[config.mk]
export PLATFORM = sky130hd
export DESIGN_NAME = sorted_priority_queue_top
export DESIGN_NICKNAME = d
export VERILOG_FILES = /design/src/design/spq_pkg.sv /design/src/design/spq_cell.sv /design/src/design/sorted_priority_queue_top.sv
export SDC_FILE = /design/constraint.sdc
export NUM_CORES = 1
export LEC_CHECK = 0
export ABC_AREA = 1
export BUFFER_PORTS_ARGS = -buffer_cell sky130_fd_sc_hd__buf_2
export CAP_MARGIN = 30
export CORE_ASPECT_RATIO = 1.1
export CORE_UTILIZATION = 50
export DETAILED_ROUTE_END_ITERATION = 10
export PLACE_DENSITY = 0.69
export SLEW_MARGIN = 20
export SYNTH_ARGS = -nofsm -noshare
export SYNTH_HDL_FRONTEND = slang
export SYNTH_HIERARCHICAL = 1
export SYNTH_SLANG_ARGS = --single-unit
[constraint.sdc]
create_clock -name i_clk -period 4.1 [get_ports i_clk]
set_input_delay 0.41 -clock i_clk [delete_from_list [all_inputs] [get_ports i_clk]]
set_output_delay 0.41 -clock i_clk [all_outputs]
set_load 0.1 [all_outputs]
[src/design/spq_pkg.sv]
// shared types and codes for the sorted priority queue
// no dependencies; used by every module of the block and by the checker
package spq_pkg;

    localparam int TAG_WIDTH = 8;

    // request kind carried in the input tuser
    typedef enum logic [0:0] {
        REQ_INSERT = 1'b0,
        REQ_REMOVE = 1'b1
    } t_req;

    // result status carried in the output tuser
    typedef enum logic [1:0] {
        ST_OK        = 2'd0,
        ST_UNDERFLOW = 2'd1,
        ST_OVERFLOW  = 2'd2
    } t_status;

    // per-cycle command broadcast to every cell of the row
    typedef struct packed {
        logic insert;
        logic remove;
    } t_cell_op;

endpackage

[src/design/spq_cell.sv]
// one slot of the sorted row: holds an entry and moves it to a neighbor
// depends on spq_pkg (cell command struct, tag width)
module spq_cell #(
    parameter int DATA_WIDTH = 16,
    parameter int PRIO_WIDTH = 5
) (
    input  logic                          i_clk,
    input  spq_pkg::t_cell_op             i_op,
    input  logic                          i_occupied,
    input  logic                          i_prev_ge,
    input  logic [DATA_WIDTH-1:0]         i_new_value,
    input  logic [PRIO_WIDTH-1:0]         i_new_prio,
    input  logic [spq_pkg::TAG_WIDTH-1:0] i_new_tag,
    input  logic [DATA_WIDTH-1:0]         i_lower_value,
    input  logic [PRIO_WIDTH-1:0]         i_lower_prio,
    input  logic [spq_pkg::TAG_WIDTH-1:0] i_lower_tag,
    input  logic [DATA_WIDTH-1:0]         i_upper_value,
    input  logic [PRIO_WIDTH-1:0]         i_upper_prio,
    input  logic [spq_pkg::TAG_WIDTH-1:0] i_upper_tag,
    output logic                          o_ge,
    output logic [DATA_WIDTH-1:0]         o_value,
    output logic [PRIO_WIDTH-1:0]         o_prio,
    output logic [spq_pkg::TAG_WIDTH-1:0] o_tag,
    output logic [DATA_WIDTH-1:0]         o_next_value
);

    logic [DATA_WIDTH-1:0]         r_value, n_value;
    logic [PRIO_WIDTH-1:0]         r_prio,  n_prio;
    logic [spq_pkg::TAG_WIDTH-1:0] r_tag,   n_tag;

    // empty slot or stored priority not below the new one
    assign o_ge = !i_occupied || (r_prio >= i_new_prio);

    always_comb begin
        n_value = r_value;
        n_prio  = r_prio;
        n_tag   = r_tag;
        if (i_op.insert) begin
            if (o_ge && !i_prev_ge) begin
                n_value = i_new_value;
                n_prio  = i_new_prio;
                n_tag   = i_new_tag;
            end else if (i_prev_ge) begin
                n_value = i_lower_value;
                n_prio  = i_lower_prio;
                n_tag   = i_lower_tag;
            end
        end else if (i_op.remove) begin
            n_value = i_upper_value;
            n_prio  = i_upper_prio;
            n_tag   = i_upper_tag;
        end
    end

    always_ff @(posedge i_clk) begin
        r_value <= n_value;
        r_prio  <= n_prio;
        r_tag   <= n_tag;
    end

    assign o_value      = r_value;
    assign o_prio       = r_prio;
    assign o_tag        = r_tag;
    assign o_next_value = n_value;

endmodule

[src/design/sorted_priority_queue_top.sv]
// top level of the sorted priority queue: request stream in, result stream out
// depends on spq_pkg and spq_cell
//
// usage
//   slave channel carries requests: tuser is the kind (insert or remove head),
//   tdata the entry to insert. master channel carries one result per request:
//   tuser is the status, tdata the removed entry, head, count and value sum.
//   entries sit in a row of DEPTH cells sorted by ascending priority number,
//   cell 0 holding the head. on insert every cell compares its priority with
//   the new one at once and the row shifts up behind the insert point; a new
//   entry lands ahead of stored entries of equal priority. removal shifts the
//   whole row down by one cell.
// throughput
//   one request per cycle while the output register is free or being taken; the
//   result is registered in the output register when the request is taken. the
//   cell row adds no stall of its own; each cell does one compare and one select per cycle.
// reset
//   i_rst_n low clears the count, the sum and the output valid; the cell
//   contents are not cleared, only cells below the count are ever read.
// stall
//   while a result waits and the receiver holds tready low, o_s_axis_tready
//   drops and the queue state holds; a taken result frees the register in the
//   same cycle, so a new request can enter while the old result leaves.
module sorted_priority_queue_top #(
    parameter int DEPTH      = 16,
    parameter int DATA_WIDTH = 16,
    parameter int PRIO_WIDTH = 5
) (
    input  logic i_clk,
    input  logic i_rst_n,
    // request channel
    input  logic                    i_s_axis_tvalid,
    output logic                    o_s_axis_tready,
    // entry_value, entry_priority, entry_tag, zero padding
    input  logic [((DATA_WIDTH+PRIO_WIDTH+spq_pkg::TAG_WIDTH+7)/8)*8-1:0] i_s_axis_tdata,
    // req_type
    input  logic [0:0]              i_s_axis_tuser,
    // result channel
    output logic                    o_m_axis_tvalid,
    input  logic                    i_m_axis_tready,
    // removed_value, removed_priority, removed_tag, head_valid, head_value,
    // entry_count, value_total, zero padding
    output logic [((2*DATA_WIDTH+PRIO_WIDTH+spq_pkg::TAG_WIDTH+1+$clog2(DEPTH+1)
                    +DATA_WIDTH+$clog2(DEPTH)+7)/8)*8-1:0] o_m_axis_tdata,
    // status
    output logic [1:0]              o_m_axis_tuser
);

    localparam int TW     = spq_pkg::TAG_WIDTH;
    localparam int CW     = $clog2(DEPTH + 1);      // entry count width
    localparam int SW     = DATA_WIDTH + $clog2(DEPTH); // value sum width
    localparam int OUT_W  = ((2*DATA_WIDTH + PRIO_WIDTH + TW + 1 + CW + SW + 7) / 8) * 8;

    // request fields
    logic                  w_accept;
    spq_pkg::t_req         w_req;
    logic [DATA_WIDTH-1:0] w_new_value;
    logic [PRIO_WIDTH-1:0] w_new_prio;
    logic [TW-1:0]         w_new_tag;

    assign w_req       = spq_pkg::t_req'(i_s_axis_tuser[0]);
    assign w_new_value = i_s_axis_tdata[DATA_WIDTH-1:0];
    assign w_new_prio  = i_s_axis_tdata[DATA_WIDTH+PRIO_WIDTH-1:DATA_WIDTH];
    assign w_new_tag   = i_s_axis_tdata[DATA_WIDTH+PRIO_WIDTH+TW-1:DATA_WIDTH+PRIO_WIDTH];

    // queue bookkeeping
    logic [CW-1:0] r_count, n_count;
    logic [SW-1:0] r_total, n_total;
    logic          w_full, w_empty;

    // output register
    logic             r_m_valid, n_m_valid;
    logic [OUT_W-1:0] r_m_data,  n_m_data;
    logic [1:0]       r_m_user,  n_m_user;

    // the row of cells
    spq_pkg::t_cell_op     w_op;
    logic                  w_ge    [DEPTH];
    logic [DATA_WIDTH-1:0] w_value [DEPTH];
    logic [PRIO_WIDTH-1:0] w_prio  [DEPTH];
    logic [TW-1:0]         w_tag   [DEPTH];
    logic [DATA_WIDTH-1:0] w_next_value [DEPTH];

    // a new request enters whenever the output register is free or being taken
    assign o_s_axis_tready = !r_m_valid || i_m_axis_tready;
    assign w_accept        = i_s_axis_tvalid && o_s_axis_tready;

    assign w_full  = (r_count == CW'(DEPTH));
    assign w_empty = (r_count == '0);

    assign w_op.insert = w_accept && (w_req == spq_pkg::REQ_INSERT) && !w_full;
    assign w_op.remove = w_accept && (w_req == spq_pkg::REQ_REMOVE) && !w_empty;

    for (genvar gi = 0; gi < DEPTH; gi++) begin : g_cell
        localparam int LO = (gi == 0) ? 0 : gi - 1;
        localparam int HI = (gi == DEPTH - 1) ? gi : gi + 1;

        logic w_occupied;
        logic w_prev_ge;

        assign w_occupied = (CW'(gi) < r_count);
        // cell 0 has no neighbor below, so it is always the insert point when ge
        assign w_prev_ge  = (gi == 0) ? 1'b0 : w_ge[LO];

        spq_cell #(
            .DATA_WIDTH (DATA_WIDTH),
            .PRIO_WIDTH (PRIO_WIDTH)
        ) u_cell (
            .i_clk         (i_clk),
            .i_op          (w_op),
            .i_occupied    (w_occupied),
            .i_prev_ge     (w_prev_ge),
            .i_new_value   (w_new_value),
            .i_new_prio    (w_new_prio),
            .i_new_tag     (w_new_tag),
            .i_lower_value (w_value[LO]),
            .i_lower_prio  (w_prio[LO]),
            .i_lower_tag   (w_tag[LO]),
            .i_upper_value (w_value[HI]),
            .i_upper_prio  (w_prio[HI]),
            .i_upper_tag   (w_tag[HI]),
            .o_ge          (w_ge[gi]),
            .o_value       (w_value[gi]),
            .o_prio        (w_prio[gi]),
            .o_tag         (w_tag[gi]),
            .o_next_value  (w_next_value[gi])
        );
    end

    // count, sum and the result word
    always_comb begin
        logic [DATA_WIDTH-1:0] v_rem_value;
        logic [PRIO_WIDTH-1:0] v_rem_prio;
        logic [TW-1:0]         v_rem_tag;
        logic [DATA_WIDTH-1:0] v_head;
        spq_pkg::t_status      v_status;

        n_count     = r_count;
        n_total     = r_total;
        v_rem_value = '0;
        v_rem_prio  = '0;
        v_rem_tag   = '0;
        v_status    = spq_pkg::ST_OK;

        if (w_op.insert) begin
            n_count = r_count + CW'(1);
            n_total = r_total + SW'(w_new_value);
        end else if (w_op.remove) begin
            n_count     = r_count - CW'(1);
            n_total     = r_total - SW'(w_value[0]);
            v_rem_value = w_value[0];
            v_rem_prio  = w_prio[0];
            v_rem_tag   = w_tag[0];
        end else if (w_req == spq_pkg::REQ_INSERT) begin
            v_status = spq_pkg::ST_OVERFLOW;
        end else begin
            v_status = spq_pkg::ST_UNDERFLOW;
        end

        v_head = (n_count != '0) ? w_next_value[0] : '0;

        n_m_valid = r_m_valid;
        n_m_data  = r_m_data;
        n_m_user  = r_m_user;
        if (w_accept) begin
            n_m_valid = 1'b1;
            n_m_data  = OUT_W'({n_total, n_count, v_head, (n_count != '0),
                                v_rem_tag, v_rem_prio, v_rem_value});
            n_m_user  = v_status;
        end else if (i_m_axis_tready) begin
            n_m_valid = 1'b0;
        end
    end

    always_ff @(posedge i_clk) begin
        if (!i_rst_n) begin
            r_count   <= '0;
            r_total   <= '0;
            r_m_valid <= 1'b0;
        end else begin
            r_count   <= n_count;
            r_total   <= n_total;
            r_m_valid <= n_m_valid;
        end
    end

    // result payload needs no reset
    always_ff @(posedge i_clk) begin
        r_m_data <= n_m_data;
        r_m_user <= n_m_user;
    end

    assign o_m_axis_tvalid = r_m_valid;
    assign o_m_axis_tdata  = r_m_data;
    assign o_m_axis_tuser  = r_m_user;

endmodule

==> results.sh <==
export IMPL_finalNetCount=6245
export IMPL_stdcell_area_mm2=0.0430
export IMPL_ios=113
export IMPL_drtPass1Iterations=6
export IMPL_ys_types=44
export IMPL_critPathMostFrequentCell="inv_1"
export IMPL_netSwitchingFraction_pct=41.2
export IMPL_crit_slowest_cell="buf_4"
export IMPL_synth_seq_area_share_pct=35.5
export IMPL_worstSetupStartpointType="flop"
export IMPL_wl_um=119000
export IMPL_cts_sinks=563
export IMPL_grt_use_total_pct=28.9
export IMPL_drive_above_1_share_pct=6.35
export IMPL_synthCells=6162
export IMPL_fillers=7691
export IMPL_grt_pass1_wl_um=188000
export IMPL_setup_viol=0
export IMPL_port_buffers=108
export IMPL_combinationalPowerShare_pct=36.7
export IMPL_period_needed_ns=3.25
export IMPL_placed_cell_area_mm2=0.0405
export IMPL_slew_viol_final=0
export IMPL_worst_pin_slew_ns=0.971
export IMPL_cellLeakagePower_nw=23.3
export IMPL_seqPwrFrac_pct=38.5
export IMPL_area_growth_pct=8.46
export IMPL_crit_path_end_kind="flop"
export IMPL_hp_class="input pin to flop"
export IMPL_rsz0062_at_grt="no"
export IMPL_routedWlPerCell_um=16.5
export IMPL_die_w_um=271
export IMPL_crit_chain="inv_1 -> ha_1 -> nand3_1 -> nand3_4 -> inv_8 -> buf_4 -> o22ai_1 -> inv_1"
export IMPL_cp_max_fo=66
export IMPL_grt_max_degree=74
export IMPL_drc=0
export IMPL_gp_congestion=0.909
export IMPL_p_per_area_mw_per_mm2=575
export IMPL_synth_seq_cells=563
export IMPL_synth_avg_cell_area_um2=6.44
export IMPL_die_area_mm2=0.0805
export IMPL_worstSetupPathType="flop to flop"
export IMPL_cts_hold_buf=0
export IMPL_pwr_share_clk_pct=24.8
export IMPL_crit_arrival_ns=3.50
export IMPL_drt_iter0_markers=3429
export IMPL_cts_root_buffer="clkbuf_16"
export IMPL_fmax_ghz=0.308
export IMPL_fin_skew_ns=0.0160
export IMPL_irDropWorstVdd_v=0.000399
export IMPL_yosys_warnings=6
export IMPL_crit_buf_inv=4
export IMPL_hpwl_um=84900
export IMPL_status="finished, final reports clean"
export IMPL_insertion_delay_ns=0.61
export IMPL_synthTopCellsByArea="edfxtp_1 (21%), nand2_1 (20%), dfxtp_1 (14%)"
export IMPL_slew_limit_headroom_pct=35.2
export IMPL_cp_data_required_time_ns=4.35
export IMPL_clk_path_buf_depth=3
export IMPL_viasPerCell=5.26
export IMPL_intPower_w=0.0146
export IMPL_yosysTopAreaCellShare_pct=21.3
export IMPL_fin_crit_sh_pct=79.3
export IMPL_final_antenna_net_count=0
export IMPL_row_count=108
export IMPL_antenna_found_initial=5
export IMPL_switching_power_w=0.0102
export IMPL_cts_buffers=67
export IMPL_core_area_mm2=0.0788
export IMPL_synth_area_mm2=0.0397
export IMPL_cts_tree="built"
export IMPL_grt_pass1_vias=34100
export IMPL_cap_violations=0
export IMPL_synth_top_cell_by_area="edfxtp_1"
export IMPL_max_stage_delay_ns=0.49
export IMPL_vias=37900
export IMPL_hold_viol=0
export IMPL_die_h_um=297
export IMPL_htreeDepth=3
export IMPL_cp_top_family="buffers and inverters"
export IMPL_clkTransAtPathRegs_ns=0.06
export IMPL_start_util_pct=50.4
export IMPL_grt_ovfl_total=0
export IMPL_cts_setup_buffers=0
export IMPL_post_cts_resize_count=0
export IMPL_tns_ns=0
power groups by stage:
stage	Combinational, W	Clock (W)	Sequential, W
after global routing	0.0104	0.00643	0.00966
after CTS	0.00896	0.00623	0.00945
after detailed placement	0.00890	0	0.00955
after global placement	0.00871	0	0.00954
after floorplan	0.00668	0	0.00943
final	0.00907	0.00615	0.00953
per-layer routing:
metal | up-vias | track usage (%) | wire length, µm | part of all wire [%]
li1 | 19300 | - | - | -
met1 | 17100 | 37.5 | 51400 | 43
met2 | 1214 | 48.2 | 55200 | 46
met3 | 249 | 3.67 | 7320 | 6.2
met4 | 0 | 12.3 | 5010 | 4.2
met5 | - | 0 | 0 | 0
registers in the layout (all words and copies together), names as in the netlist:
name and cells:
o_m_axis_tuser 2, o_m_axis_tvalid 1, r_count 5, r_total 20, g_cell.u_cell/o_prio 80, o_m_axis_tdata 71
g_cell.u_cell/o_value 256, g_cell.u_cell/o_tag 128
cell usage in the layout, fill, tap and decap left out, types with 3 or more instances in the layout:
| cell type | instances |
|---|---|
| a21oi_1 | 56 |
| a21oi_2 | 10 |
| and2_1 | 4 |
| buf_12 | 3 |
| buf_16 | 6 |
| buf_2 | 108 |
| buf_4 | 86 |
| buf_8 | 9 |
| bufinv_16 | 5 |
| clkbuf_1 | 25 |
| clkbuf_16 | 73 |
| clkbuf_8 | 6 |
| clkinv_1 | 19 |
| clkinv_2 | 7 |
| dfxtp_1 | 281 |
| diode_2 | 6 |
| edfxtp_1 | 281 |
| ha_1 | 116 |
| inv_1 | 1208 |
| inv_2 | 18 |
| nand2_1 | 2065 |
| nand2_2 | 19 |
| nand2_4 | 6 |
| nand3_1 | 983 |
| nand3_2 | 17 |
| nand3b_1 | 3 |
| nand4_1 | 3 |
| nor2_1 | 132 |
| nor2_4 | 4 |
| nor3_1 | 6 |
| o211ai_1 | 259 |
| o21ai_0 | 269 |
| o22ai_1 | 16 |
| xnor2_1 | 4 |
| xor2_1 | 9 |
cell families (layout without fill, tap and decap cells):
family / Yosys count / after routing / share of synthesized area [%]
AOI/OAI and AO/OA: 619 / 619 / 9.66
xor gates and xnor gates: 13 / 13 / 0.287
adders and majority gates: 118 / 118 / 3.76
buffers and inverters: 1597 / 1576 / 16.1
DFF: 563 / 563 / 35.5
other: 1 / 8 / 0.00945
and+or+nand+nor: 3251 / 3251 / 34.7
Yosys cell counts (all sizes together):
library cell / number
nand2: 2090
inv: 1227
nand3: 1002
dfxtp: 282
edfxtp: 281
o21ai: 273
o211ai: 259
buf: 202
clkbuf: 152
nor2: 138
ha: 116
a21oi: 67
clkinv: 16
o22ai: 16
xor2: 9
nor3: 6
and2: 4
xnor2: 4
nand3b: 3
nand4: 3
and3: 2
fa: 2
o21a: 2
or2: 2
a21o: 1
conb: 1
nor3b: 1
o21bai: 1
worst reg2reg max path, stage by stage, from the launching register on:
cell	delay, ns
dfxtp_1	0.45
inv_1	0.14
ha_1	0.27
nand3_1	0.15
nand3_4	0.29
inv_8	0.48
buf_4	0.50
o22ai_1	0.19
inv_1	0.42
final timing paths:
kind | startpoint | end | slack, ns | cells after the start
worst max-delay path | r_count[0] | g_cell[0].u_cell/o_prio[1] | 0.85 | 8
worst min register to register | r_total[19] | r_total[19] | 0.53 | 3
worst min-delay path | i_s_axis_tvalid | o_m_axis_tvalid | 0.09 | 3
worst max register to register | r_count[0] | g_cell[0].u_cell/o_prio[1] | 0.85 | 8
final cells by class:
cell class / count / area [µm²] / area share (%)
multi-input combinational: 4003 / 19200 / 44.6
sequential: 563 / 14100 / 32.7
inverter: 1243 / 4670 / 10.9
clock buffer: 104 / 2000 / 4.65
timing repair buffer: 212 / 1550 / 3.59
tap: 1045 / 1310 / 3.04
clock inverter: 17 / 214 / 0.497
antenna: 6 / 15.0 / 0.0349
stage by stage:
stage	hold WS, ns	utilization [%]	cells	worst slack, ns	total power [W]
after floorplan	0.491	-	6163	0.193	0.0161
after global placement	0.514	51.4	7051	0.897	0.0183
after detailed placement	0.525	51.4	7051	0.903	0.0185
after CTS	0.0666	54.2	7172	0.873	0.0246
after global routing	0.0886	54.6	7188	0.649	0.0265
final	0.0915	54.6	7193	0.848	0.0248
(Power assumes the default switching activity.)
